[src/rtl/ehpe_pkg.sv]
// Shared types, constants and helpers for the hex pixel encoder.
// No dependencies; every other file in rtl/ refers to this package by scoped name.
package ehpe_pkg;

    // Geometry and text layout
    localparam int MAX_WIDTH       = 4096;
    localparam int COL_W           = $clog2(MAX_WIDTH);
    localparam int WIDTH_W         = 13;
    localparam int PIX_PER_LINE    = 13;
    localparam int MASK_PER_LINE   = 78;
    localparam int ALPHA_CLEAR_MAX = 32;
    localparam int POL_W           = 4;
    localparam int MCL_W           = 7;
    localparam int QDEPTH          = 4;
    localparam int QPTR_W          = $clog2(QDEPTH);

    // Configuration register indexes
    localparam int CFG_IDX_W           = 2;
    localparam logic [CFG_IDX_W-1:0] CFG_IMAGE_WIDTH = 2'd0;
    localparam logic [CFG_IDX_W-1:0] CFG_MASK_ENABLE = 2'd1;

    // Stream codes and special characters
    localparam logic STREAM_IMAGE = 1'b0;
    localparam logic STREAM_MASK  = 1'b1;
    localparam logic [7:0] CHAR_NL   = 8'd10;
    localparam logic [7:0] CHAR_ZERO = 8'h30;

    typedef struct packed {
        logic [7:0] red;
        logic [7:0] green;
        logic [7:0] blue;
        logic [7:0] alpha;
        logic       first_pixel;
    } t_pixel;

    typedef struct packed {
        logic       stream;
        logic [7:0] character;
        logic       last;
    } t_result;

    // Which optional characters a pixel adds after its six image digits
    typedef struct packed {
        logic       img_nl;
        logic       m_emit;
        logic [3:0] m_char;
        logic       m_pad;
        logic       m_nl;
    } t_mark;

    typedef struct packed {
        t_mark      mark;
        logic [7:0] red;
        logic [7:0] green;
        logic [7:0] blue;
    } t_job;

    // Uppercase ASCII hex digit
    function automatic logic [7:0] hex_char(input logic [3:0] v);
        logic [7:0] w;
        w = {4'h0, v};
        return (v < 4'd10) ? (CHAR_ZERO + w) : (8'h37 + w);
    endfunction

    // Exact floor(x / 255) for x up to 255*255
    function automatic logic [7:0] div255(input logic [15:0] x);
        logic [16:0] s;
        s = {1'b0, x} + {9'h000, x[15:8]} + 17'd1;
        return s[15:8];
    endfunction

endpackage

[src/rtl/eps_hex_pixel_encoder_top.sv]
// Top level of the hex pixel encoder: front end, job queue, character sequencer.
// Depends on ehpe_pkg, ehpe_front, ehpe_queue and ehpe_back.
//
//  channel  | handshake            | word
//  ---------+----------------------+------------------------------------------
//  pixel in | push / full          | i_pixel  (red, green, blue, alpha, first)
//  result   | pop / empty          | o_result (stream, character, last)
//  config   | cfg_valid / cfg_ready| i_cfg_index, i_cfg_data (always ready)
//
// Each pixel yields 6 to 10 characters, one per cycle from the sequencer while
// the result register is empty or being popped; the front end blends in two
// stages and runs ahead by up to four queued pixels plus its stage register.
// Reset is synchronous; afterwards pixels are taken at once (no clearing pass).
// A stalled result stalls only the sequencer; the front fills until the queue is full.
module eps_hex_pixel_encoder_top (
    input  logic                           i_clk,
    input  logic                           i_rst_n,
    input  logic                           push,
    output logic                           full,
    input  ehpe_pkg::t_pixel               i_pixel,
    output logic                           empty,
    input  logic                           pop,
    output ehpe_pkg::t_result              o_result,
    input  logic                           cfg_valid,
    output logic                           cfg_ready,
    input  logic [ehpe_pkg::CFG_IDX_W-1:0] i_cfg_index,
    input  logic [ehpe_pkg::WIDTH_W-1:0]   i_cfg_data
);

    logic           f_valid;
    ehpe_pkg::t_job f_job;
    logic           q_full;
    logic           q_valid;
    ehpe_pkg::t_job q_job;
    logic           q_rd;

    // Take and classify pixels
    ehpe_front u_front (
        .i_clk       (i_clk),
        .i_rst_n     (i_rst_n),
        .push        (push),
        .full        (full),
        .i_pixel     (i_pixel),
        .cfg_valid   (cfg_valid),
        .cfg_ready   (cfg_ready),
        .i_cfg_index (i_cfg_index),
        .i_cfg_data  (i_cfg_data),
        .o_job_valid (f_valid),
        .o_job       (f_job),
        .i_job_full  (q_full)
    );

    // Buffer jobs
    ehpe_queue u_queue (
        .i_clk   (i_clk),
        .i_rst_n (i_rst_n),
        .i_wr    (f_valid),
        .i_job   (f_job),
        .o_full  (q_full),
        .o_valid (q_valid),
        .o_job   (q_job),
        .i_rd    (q_rd)
    );

    // Emit characters
    ehpe_back u_back (
        .i_clk       (i_clk),
        .i_rst_n     (i_rst_n),
        .i_job_valid (q_valid),
        .i_job       (q_job),
        .o_job_done  (q_rd),
        .empty       (empty),
        .pop         (pop),
        .o_result    (o_result)
    );

endmodule

[src/rtl/ehpe_front.sv]
// Front end: takes pixels, holds configuration and counters, blends over white.
// Depends on ehpe_pkg; feeds ehpe_queue with one job word per pixel.
module ehpe_front (
    input  logic                            i_clk,
    input  logic                            i_rst_n,
    input  logic                            push,
    output logic                            full,
    input  ehpe_pkg::t_pixel                i_pixel,
    input  logic                            cfg_valid,
    output logic                            cfg_ready,
    input  logic [ehpe_pkg::CFG_IDX_W-1:0]  i_cfg_index,
    input  logic [ehpe_pkg::WIDTH_W-1:0]    i_cfg_data,
    output logic                            o_job_valid,
    output ehpe_pkg::t_job                  o_job,
    input  logic                            i_job_full
);

    // Configuration
    logic [ehpe_pkg::WIDTH_W-1:0] r_width;
    logic                         r_mask_en;

    // Counters
    logic [ehpe_pkg::POL_W-1:0] r_pol, n_pol;
    logic [ehpe_pkg::COL_W-1:0] r_col, n_col;
    logic [3:0]                 r_nib, n_nib;
    logic [ehpe_pkg::MCL_W-1:0] r_mcl, n_mcl;

    // Stage register
    logic           r_fv;
    logic [15:0]    r_xr, r_xg, r_xb;
    ehpe_pkg::t_mark r_mark, n_mark;
    logic [15:0]    n_xr, n_xg, n_xb;

    logic accept;
    logic [ehpe_pkg::POL_W-1:0] pol;
    logic [ehpe_pkg::COL_W-1:0] col;
    logic [3:0]                 nib, nib_set;
    logic [ehpe_pkg::MCL_W-1:0] mcl, mcl1, mcl2;
    logic [ehpe_pkg::WIDTH_W-1:0] weff, col_inc;
    logic row_end, emit, pad;
    logic [7:0] inv;
    logic [15:0] white;

    assign cfg_ready   = 1'b1;
    assign full        = r_fv & i_job_full;
    assign accept      = push & ~full;
    assign o_job_valid = r_fv;

    // Finish the blend on the way into the queue
    always_comb begin
        o_job.mark  = r_mark;
        o_job.red   = ehpe_pkg::div255(r_xr);
        o_job.green = ehpe_pkg::div255(r_xg);
        o_job.blue  = ehpe_pkg::div255(r_xb);
    end

    // Blend numerators: c*a + 255*(255-a)
    always_comb begin
        inv   = 8'hFF - i_pixel.alpha;
        white = {inv, 8'h00} - {8'h00, inv};
        n_xr  = ({8'h00, i_pixel.red}   * {8'h00, i_pixel.alpha}) + white;
        n_xg  = ({8'h00, i_pixel.green} * {8'h00, i_pixel.alpha}) + white;
        n_xb  = ({8'h00, i_pixel.blue}  * {8'h00, i_pixel.alpha}) + white;
    end

    // Classify the pixel and advance the counters
    always_comb begin
        pol = i_pixel.first_pixel ? '0 : r_pol;
        col = i_pixel.first_pixel ? '0 : r_col;
        nib = i_pixel.first_pixel ? '0 : r_nib;
        mcl = i_pixel.first_pixel ? '0 : r_mcl;

        n_mark.img_nl = (pol == ehpe_pkg::POL_W'(ehpe_pkg::PIX_PER_LINE - 1));
        n_pol = n_mark.img_nl ? '0 : pol + 1'b1;

        if ((r_width == '0) || (r_width > ehpe_pkg::WIDTH_W'(ehpe_pkg::MAX_WIDTH))) begin
            weff = ehpe_pkg::WIDTH_W'(ehpe_pkg::MAX_WIDTH);
        end else begin
            weff = r_width;
        end
        col_inc = {1'b0, col} + 1'b1;
        row_end = (col_inc == weff) ||
                  (col == ehpe_pkg::COL_W'(ehpe_pkg::MAX_WIDTH - 1));
        n_col   = row_end ? '0 : col_inc[ehpe_pkg::COL_W-1:0];

        nib_set = (i_pixel.alpha <= 8'(ehpe_pkg::ALPHA_CLEAR_MAX)) ?
                  (nib | (4'b1000 >> col[1:0])) : nib;
        emit = r_mask_en & ((col[1:0] == 2'd3) | row_end);
        mcl1 = mcl + 1'b1;
        pad  = row_end & mcl1[0];
        mcl2 = mcl1 + {{(ehpe_pkg::MCL_W-1){1'b0}}, pad};

        n_mark.m_emit = emit;
        n_mark.m_char = nib_set;
        n_mark.m_pad  = emit & pad;
        n_mark.m_nl   = emit & (mcl2 >= ehpe_pkg::MCL_W'(ehpe_pkg::MASK_PER_LINE));

        if (!r_mask_en) begin
            n_nib = nib;
            n_mcl = mcl;
        end else if (emit) begin
            n_nib = '0;
            n_mcl = n_mark.m_nl ? '0 : mcl2;
        end else begin
            n_nib = nib_set;
            n_mcl = mcl;
        end
    end

    // Hold configuration
    always_ff @(posedge i_clk) begin
        if (!i_rst_n) begin
            r_width   <= ehpe_pkg::WIDTH_W'(1);
            r_mask_en <= 1'b0;
        end else if (cfg_valid && cfg_ready) begin
            if (i_cfg_index == ehpe_pkg::CFG_IMAGE_WIDTH) begin
                r_width <= i_cfg_data;
            end else if (i_cfg_index == ehpe_pkg::CFG_MASK_ENABLE) begin
                r_mask_en <= i_cfg_data[0];
            end
        end
    end

    // Advance counters and the stage register
    always_ff @(posedge i_clk) begin
        if (!i_rst_n) begin
            r_pol <= '0;
            r_col <= '0;
            r_nib <= '0;
            r_mcl <= '0;
            r_fv  <= 1'b0;
        end else begin
            if (accept) begin
                r_pol <= n_pol;
                r_col <= n_col;
                r_nib <= n_nib;
                r_mcl <= n_mcl;
                r_fv  <= 1'b1;
            end else if (r_fv && !i_job_full) begin
                r_fv <= 1'b0;
            end
        end
    end

    always_ff @(posedge i_clk) begin
        if (accept) begin
            r_xr   <= n_xr;
            r_xg   <= n_xg;
            r_xb   <= n_xb;
            r_mark <= n_mark;
        end
    end

    a_pol_range: assert property (@(posedge i_clk) disable iff (!i_rst_n)
        r_pol < ehpe_pkg::POL_W'(ehpe_pkg::PIX_PER_LINE))
        else $error("image pixel count out of range");

    a_mcl_range: assert property (@(posedge i_clk) disable iff (!i_rst_n)
        r_mcl < ehpe_pkg::MCL_W'(ehpe_pkg::MASK_PER_LINE))
        else $error("mask character count out of range");

endmodule

[src/rtl/ehpe_queue.sv]
// Short job queue between front end and character sequencer.
// Depends on ehpe_pkg for the job word type and depth.
module ehpe_queue (
    input  logic           i_clk,
    input  logic           i_rst_n,
    input  logic           i_wr,
    input  ehpe_pkg::t_job i_job,
    output logic           o_full,
    output logic           o_valid,
    output ehpe_pkg::t_job o_job,
    input  logic           i_rd
);

    ehpe_pkg::t_job r_mem [ehpe_pkg::QDEPTH];
    logic [ehpe_pkg::QPTR_W-1:0] r_wp, r_rp;
    logic [ehpe_pkg::QPTR_W:0]   r_cnt;
    logic do_wr, do_rd;

    assign o_full  = (r_cnt == (ehpe_pkg::QPTR_W+1)'(ehpe_pkg::QDEPTH));
    assign o_valid = (r_cnt != '0);
    assign o_job   = r_mem[r_rp];
    assign do_wr   = i_wr & ~o_full;
    assign do_rd   = i_rd & o_valid;

    // Store the word
    always_ff @(posedge i_clk) begin
        if (do_wr) begin
            r_mem[r_wp] <= i_job;
        end
    end

    // Move pointers and count
    always_ff @(posedge i_clk) begin
        if (!i_rst_n) begin
            r_wp  <= '0;
            r_rp  <= '0;
            r_cnt <= '0;
        end else begin
            if (do_wr) begin
                r_wp <= r_wp + 1'b1;
            end
            if (do_rd) begin
                r_rp <= r_rp + 1'b1;
            end
            if (do_wr && !do_rd) begin
                r_cnt <= r_cnt + 1'b1;
            end else if (do_rd && !do_wr) begin
                r_cnt <= r_cnt - 1'b1;
            end
        end
    end

    a_cnt_range: assert property (@(posedge i_clk) disable iff (!i_rst_n)
        r_cnt <= (ehpe_pkg::QPTR_W+1)'(ehpe_pkg::QDEPTH))
        else $error("queue count above depth");

endmodule

[src/rtl/ehpe_back.sv]
// Character sequencer: walks each job's character slots, one per cycle unless the result stalls.
// Depends on ehpe_pkg; reads ehpe_queue's head and drives the result register.
module ehpe_back (
    input  logic              i_clk,
    input  logic              i_rst_n,
    input  logic              i_job_valid,
    input  ehpe_pkg::t_job    i_job,
    output logic              o_job_done,
    output logic              empty,
    input  logic              pop,
    output ehpe_pkg::t_result o_result
);

    // Slot codes in output order
    localparam logic [3:0] SLOT_R_HI  = 4'd0;
    localparam logic [3:0] SLOT_R_LO  = 4'd1;
    localparam logic [3:0] SLOT_G_HI  = 4'd2;
    localparam logic [3:0] SLOT_G_LO  = 4'd3;
    localparam logic [3:0] SLOT_B_HI  = 4'd4;
    localparam logic [3:0] SLOT_B_LO  = 4'd5;
    localparam logic [3:0] SLOT_I_NL  = 4'd6;
    localparam logic [3:0] SLOT_M_HEX = 4'd7;
    localparam logic [3:0] SLOT_M_PAD = 4'd8;
    localparam logic [3:0] SLOT_M_NL  = 4'd9;
    localparam int NSLOT = 10;

    logic [3:0]        r_slot;
    logic              r_ovalid;
    ehpe_pkg::t_result r_out, n_out;
    logic [NSLOT-1:0]  en;
    logic [3:0]        nxt;
    logic              found;
    logic              step;

    assign empty      = ~r_ovalid;
    assign o_result   = r_out;
    assign step       = i_job_valid & (~r_ovalid | pop);
    assign o_job_done = step & ~found;

    // Find the next slot this job uses
    always_comb begin
        en = {i_job.mark.m_nl, i_job.mark.m_pad, i_job.mark.m_emit,
              i_job.mark.img_nl, 6'h3F};
        nxt   = SLOT_R_HI;
        found = 1'b0;
        for (int i = NSLOT - 1; i >= 0; i--) begin
            if ((4'(i) > r_slot) && en[i]) begin
                nxt   = 4'(i);
                found = 1'b1;
            end
        end
    end

    // Pick the character for the current slot
    always_comb begin
        n_out.stream    = ehpe_pkg::STREAM_IMAGE;
        n_out.last      = ~found;
        case (r_slot)
            SLOT_R_HI:  n_out.character = ehpe_pkg::hex_char(i_job.red[7:4]);
            SLOT_R_LO:  n_out.character = ehpe_pkg::hex_char(i_job.red[3:0]);
            SLOT_G_HI:  n_out.character = ehpe_pkg::hex_char(i_job.green[7:4]);
            SLOT_G_LO:  n_out.character = ehpe_pkg::hex_char(i_job.green[3:0]);
            SLOT_B_HI:  n_out.character = ehpe_pkg::hex_char(i_job.blue[7:4]);
            SLOT_B_LO:  n_out.character = ehpe_pkg::hex_char(i_job.blue[3:0]);
            SLOT_I_NL:  n_out.character = ehpe_pkg::CHAR_NL;
            SLOT_M_HEX: begin
                n_out.stream    = ehpe_pkg::STREAM_MASK;
                n_out.character = ehpe_pkg::hex_char(i_job.mark.m_char);
            end
            SLOT_M_PAD: begin
                n_out.stream    = ehpe_pkg::STREAM_MASK;
                n_out.character = ehpe_pkg::CHAR_ZERO;
            end
            SLOT_M_NL: begin
                n_out.stream    = ehpe_pkg::STREAM_MASK;
                n_out.character = ehpe_pkg::CHAR_NL;
            end
            default:    n_out.character = ehpe_pkg::CHAR_NL;
        endcase
    end

    // Advance the slot and load the result register
    always_ff @(posedge i_clk) begin
        if (!i_rst_n) begin
            r_slot   <= SLOT_R_HI;
            r_ovalid <= 1'b0;
        end else begin
            if (step) begin
                r_slot   <= found ? nxt : SLOT_R_HI;
                r_ovalid <= 1'b1;
            end else if (pop) begin
                r_ovalid <= 1'b0;
            end
        end
    end

    always_ff @(posedge i_clk) begin
        if (step) begin
            r_out <= n_out;
        end
    end

    a_slot_used: assert property (@(posedge i_clk) disable iff (!i_rst_n)
        i_job_valid |-> en[r_slot[3:0]])
        else $error("sequencer on a slot the job does not use");

    a_slot_idle: assert property (@(posedge i_clk) disable iff (!i_rst_n)
        !i_job_valid |-> (r_slot == SLOT_R_HI))
        else $error("sequencer left mid-job without a job");

endmodule
[config.mk]
export PLATFORM = sky130hd
export DESIGN_NAME = eps_hex_pixel_encoder_top
export DESIGN_NICKNAME = d
export VERILOG_FILES = /design/src/rtl/ehpe_pkg.sv /design/src/rtl/eps_hex_pixel_encoder_top.sv /design/src/rtl/ehpe_front.sv /design/src/rtl/ehpe_queue.sv /design/src/rtl/ehpe_back.sv
export SDC_FILE = /design/constraint.sdc
export NUM_CORES = 1
export LEC_CHECK = 0
export BUFFER_PORTS_ARGS = -buffer_cell sky130_fd_sc_hd__buf_4
export CORE_MARGIN = 3
export CORE_UTILIZATION = 40
export CTS_CLUSTER_SIZE = 8
export DETAILED_ROUTE_END_ITERATION = 16
export PLACE_DENSITY = 0.63
export REMOVE_ABC_BUFFERS = 1
export SYNTH_ARGS = -nofsm -noshare
export SYNTH_HDL_FRONTEND = slang
export SYNTH_SLANG_ARGS = --single-unit
export TNS_END_PERCENT = 100
[constraint.sdc]
create_clock -name i_clk -period 11 [get_ports i_clk]
set_input_delay 1.1 -clock i_clk [delete_from_list [all_inputs] [get_ports i_clk]]
set_output_delay 1.1 -clock i_clk [all_outputs]
set_load 0.05 [all_outputs]
# Yosys cells after proc, flatten, opt, wreduce, memory -nomap -nowiden

Memory sizes are Yosys's and may differ from the RTL's. A register that Yosys moved wholly into a read port is not among the register bits.
Cells that the tools add are included.
Widths: inputs -> output; s select.

Flip-flop bits (word level): 120
Memory bits (writable): 128
Bits of input ports: 53
Output and inout bits: 13
Logic and storage cells: 188
Memories kept: 1

$add $sub $neg: 33
Multipliers: 3
Order comparisons: 20
Eq/ne operators: 14
Shift operators: 1
Muxes and demuxes: 53
Bitwise operators: 18
Reduce and logical (&&, ||, !) cells: 22

Memory list:

| name          | words | width | read ports | clocked after memory_dff | write ports | line             | source |
|---|---|---|---|---|---|---|---|
| u_queue.r_mem | 4     | 32    | 1          | 1                        | 1           | ehpe_queue.sv:14 | `ehpe_pkg::t_job r_mem [ehpe_pkg::QDEPTH];` |

Operators by type and width:

| cell                  | count |
|---|---|
| $add 6x4->7 const A   | 14 |
| $mux 4                | 17 |
| $pmux 8 s8            | 1 |
| $mux 8                | 7 |
| $add 16x1->16 const B | 3 |
| $add 16x16->16        | 3 |
| $add 16x8->16         | 3 |
| $mul 8x8->16          | 3 |
| $lt 4x4->1 const B    | 7 |
| $mux 7                | 4 |
| $mux 12               | 2 |
| $mux 1                | 17 |
| $gt 3x4->1 const A    | 4 |
| $sub 16x8->16         | 1 |
| $add 12x1->13 const B | 1 |
| $eq 13x13->1          | 1 |
| $gt 13x13->1 const B  | 1 |
| $logic_not 13->1      | 1 |
| $mux 13               | 1 |
| $eq 12x12->1 const B  | 1 |
| $eq 4x3->1 const B    | 3 |
| $eq 4x4->1 const B    | 3 |
| $and 1x1->1           | 10 |
| $eq 4x2->1 const B    | 2 |
| 32 further kinds      | 54 |

# Logic depth before layout (Yosys ltp)

Depth after elaboration: 18
Depth in mapped cells: 23
Mapped depth without buffers: 21

# Modules after synthesis

Synthesis repeated with hierarchy kept, for this count alone.

Cell total of the unflattened synthesis: 1806
Area, all modules: 19406.1 µm²

By module, submodules not included:

| module     | instances | cells each | area each (µm²) | sequential area each (µm²) |
|---|---|---|---|---|
| ehpe_front | 1         | 1388       | 12694.7         | 2522.4 |
| ehpe_queue | 1         | 215        | 5148.7          | 4023.9 |
| ehpe_back  | 1         | 203        | 1562.7          | 370.4 |

# Worst setup path after synthesis

Ideal clock, no wire load.

Path type: input -> register
Start point: input port i_pixel[1] in the netlist's numbering
End point: register u_front.r_xr[15], data pin
Arrival: 5964 ps
Setup slack: 4769 ps
Cell stages on the path: 22
Path buffers: 2
Cell sequence: clkbuf_1 and2_1 and4_1 clkbuf_1 a31oi_1 nor2_1 inv_1 fa_1 inv_1 fa_1 fa_1 inv_1 fa_1 inv_1 ha_1 a21boi_0 o21ai_0 a21boi_0 o21ai_0 a21oi_1 o41ai_1 xnor2_1

Word-level cells in the longest chain between the ends: 3
Elaborated cells between the ends (all ways): 4
Classes of those cells: add/sub: 3; mul: 1

RTL lines:

| what                 | line                            | source |
|---|---|---|
| start, declared      | eps_hex_pixel_encoder_top.sv:20 | `input ehpe_pkg::t_pixel i_pixel,` |
| $sub 8x8->8          | ehpe_front.sv:59                | `inv = 8'hFF - i_pixel.alpha;` |
| $sub 16x8->16        | ehpe_front.sv:60                | `white = {inv, 8'h00} - {8'h00, inv};` |
| $add 16x16->16 (*)   | ehpe_front.sv:61                | `n_xr = ({8'h00, i_pixel.red} * {8'h00, i_pixel.alpha}) + white;` |
| net u_front.n_xr[15] | ehpe_front.sv:32                | `logic [15:0] n_xr, n_xg, n_xb;` |
| end signal, assigned | ehpe_front.sv:147               | `r_xr <= n_xr;` |
| end, declared        | ehpe_front.sv:30                | `logic [15:0] r_xr, r_xg, r_xb;` |

Mark *: on every way through the listed nets, which the timed path passes. The rest lies on a longest branch.
A chain may end at the register's enable or synchronous reset.

# Final worst setup path

Same ends and word-level chain as after synthesis.

==> metrics.txt <==
outcome finished clean; mean post-synth cell area 10.8 sq um; vias in the first global route roughly 13k; largest net degree at the start of global routing 65; Starting Density between 40% and 50%; Ant. Diodes 0; DR iter-0 viols between 600 and 700; I/O Buffers 63; maximum vdd drop 0.0966 mV; async set-reset flop share out of synthesis 0%; Skew-Pair Late Insertion Delay 0.51 ns; initial antenna violation count 0; Mapped Cells between 1.5k and 2k; total of max-cap violations 0; area grow syn2layout 11.0%; final period utilization 56.8%; Min-Delay Path Class register to register; Worst setup SP type input pin; hold depth 2; final-layout fill cell count approximately 4.4k; power per cell area 204 nW/um^2; CTS buffer count 37; final worst slack 4.75 ns; critical path type input pin to register; number of synthesized flops with an enable pin just under 200; Synth Warn # 0; final wirelength slightly below 40000 um; pre-CTS WS 4.27 ns; Worst slew margin between 15 and 20%; routed vias/inst between 5 and 6; nets@finish roughly 2.2k; Critical-path top delay cell fa_1; total number of vias between 10k and 15k; setup bufs post-CTS 0; cells on worst reg2reg path 18; final slew viol count 0; Mapped Area around 19000 sq um; final instance area between 20000 and 25000 sq um; layout cells sized above 1 8.95%; Post-DP HPWL slightly below 30000 um; fin util a little under half; post-route insts no fill ~2.4k; number of iterations in the first detailed-routing pass 5; remaining global-route overflow 0; # hold bufs at CTS 0; Hold Startpoint u_front.r_nib[0]$_SDFFE_PN0P_; RSZ-0062 raised after global routing no; Worst-Margin Slew between 1 and 1.5 ns; placed cell area roughly 20000 sq um; core area roughly 47000 sq um; Critical Path Fanout Max 28; DRC 0; setup_tns 0 ns; Unique masters post-synth 81; clk sinks approximately 250; post-cts sizing count 0; Root Driver clkbuf_16; die area about 50000 sq um; delay-heaviest family, CP adder cells; I/O Pins 66; Leak Pwr 8.57 nW; fin crit period between 6 and 7 ns; CP peak stage delay between 0.5 and 0.6 ns; fmax 160 MHz; WP buf/inv 5; CP arrival 6.48 ns; GRT Util Overall ~16%; Setup Skew 0.0291 ns; FP Rows 79; Worst Hold End u_front.r_nib[0]$_SDFFE_PN0P_; Die X 224 um; Clock Path Buffers 3; Reg2Reg Launch Point u_front.r_col[0]$_SDFFE_PN0P_; Die Ht 224 um; WP data required about 11 ns; final setup violating endpoints 0; final RePlAce weighted congestion approximately 0.88; Worst-path clk slew 0.05 ns; H-tree Lvls 2; wire length per cell 16.1 um; Synth Register Bits 249; Cells after DPL roughly 2.4k; Final Hold Vio Count 0; CP endpoint kind register; r2r endpoint u_front.o_job[24]$_DFFE_PP_; R2R setup slack between 5 and 6 ns; CTS tree built; CP Cell Sequence buf_4 -> and2_1 -> and4_1 -> a31oi_1 -> nor2_1 -> inv_1 -> fa_1 -> inv_1 -> fa_1 -> fa_1 -> inv_1 -> fa_1 -> inv_1 -> ha_1 -> a21boi_0 -> o21ai_0 -> a21boi_0 -> o21ai_0 -> a21oi_1 -> o41ai_1 -> xnor2_1; Antenna Nets Post-Route 0; ys flop type edfxtp_1; first-pass GRT wire length around 66000 um; register area share after synthesis between 30% and 40%
==> sequential cells by signal, summed over array words and instances (netlist names), named ones only <==
name	count
u_queue.r_mem	128
u_queue.r_cnt	3
u_front.o_job_valid	1
u_front.o_job	8
u_front.r_xg	16
u_back.r_ovalid	1
u_front.r_width	13
u_front.r_mask_en	1
u_queue.r_rp	2
u_front.r_nib	4
u_queue.r_wp	2
u_front.r_mcl	7
u_front.r_col	12
u_front.r_xr	16
u_back.o_result	9
u_back.r_slot	4
u_front.r_pol	4
u_front.r_xb	16
==> power by group <==
part / switching (W) / leakage (nW) / internal (W)
Sequential: 0.0000932 / 2.25 / 0.00135
Combinational: 0.00105 / 5.82 / 0.000812
Clock: 0.000374 / 0.498 / 0.000625
Total: 0.00152 / 8.57 / 0.00278
==> worst min-delay path, delay by kind of cell (launching register included) <==
family	cells	cell delay [ns]
flops	1	0.32
simple gates	2	0.10
==> metrics by stage <==
stage / hold WS, ns / total power (W)
3_5_place_dp: 0.425 / 0.00331
2_1_floorplan: 0.410 / 0.00282
4_1_cts: 0.463 / 0.00435
6_report: 0.461 / 0.00430
5_1_grt: 0.484 / 0.00466
3_3_place_gp: 0.429 / 0.00326
==> kinds of logic (layout without fill, tap and decap cells) <==
kind of cell	Yosys count	after routing	synth area share (%)
compound gates	229	229	8.36
xor+xnor	98	98	4.57
fa+ha+maj	296	296	25.5
buf+inv	281	351	5.76
flops	249	249	36.5
mux	40	40	4.24
other cells	2	5	0.0397
simple gates	565	565	15.0
==> cells in the final DEF, fill, tap and decap left out, drive strengths merged, types with 23 or more instances in the layout <==
cell type / instances
inv: 223
edfxtp: 193
nand2: 185
fa: 151
ha: 144
and2: 125
nor2: 99
buf: 71
xnor2: 70
dfxtp: 56
clkbuf: 53
o21ai: 44
a21oi: 40
a21boi: 35
mux4: 32
nand3: 30
xor2: 28
nor2b: 27
o21a: 25
nor3: 23
==> layer usage <==
metal | routed length (um) | global-route usage, %
met1 | 18300 | 21.7
met2 | 18800 | 27.6
met3 | 1410 | 2.37
met4 | 839 | 4.70
met5 | 0 | 0
==> layout make-up <==
| cell class | count | area (sq um) | area share (%) |
|---|---|---|---|
| sequential | 249 | 6920 | 32.9 |
| multi-input combinational | 1233 | 10900 | 52.0 |
| timing repair buffer | 71 | 533 | 2.54 |
| inverter | 223 | 837 | 3.98 |
| tap | 607 | 759 | 3.61 |
| clock buffer | 53 | 1010 | 4.79 |
| clock inverter | 4 | 27.5 | 0.131 |
==> Yosys cell counts (13+ instances only) <==
cell,instances,area share [%]
a21boi_0,33,1.3
o21ai_0,43,1.1
xnor2_1,69,3.2
dfxtp_1,56,5.9
nand2b_1,13,0.43
nor4_1,13,0.43
nor2_1,97,1.9
o21a_1,25,0.99
and2_1,124,4.1
xor2_1,28,1.3
fa_1,151,16
nor3_1,23,0.61
mux4_2,32,3.8
nor2b_1,27,0.89
clkbuf_1,45,0.89
o22ai_1,13,0.43
nand2_1,185,3.7
ha_1,144,9.5
edfxtp_1,193,31
nand3_1,30,0.79
a21oi_1,38,1.0
inv_1,222,4.4
==> how the worst max path moves through the flow <==
stage                     slack (ns)        from                    endpoint  cells after the start
after floorplan                 5.15  i_pixel[1]  u_front.r_xr[15]$_DFFE_PP_                     20
after global placement          4.43  i_pixel[1]  u_front.r_xr[15]$_DFFE_PP_                     21
after detailed placement        4.27  i_pixel[1]  u_front.r_xr[15]$_DFFE_PP_                     21
after CTS                       4.80  i_pixel[1]  u_front.r_xr[15]$_DFFE_PP_                     21
after global routing            4.44  i_pixel[1]  u_front.r_xr[15]$_DFFE_PP_                     21
final                           4.75  i_pixel[1]  u_front.r_xr[15]$_DFFE_PP_                     21
No activity file was read; power rests on OpenSTA's default activity.
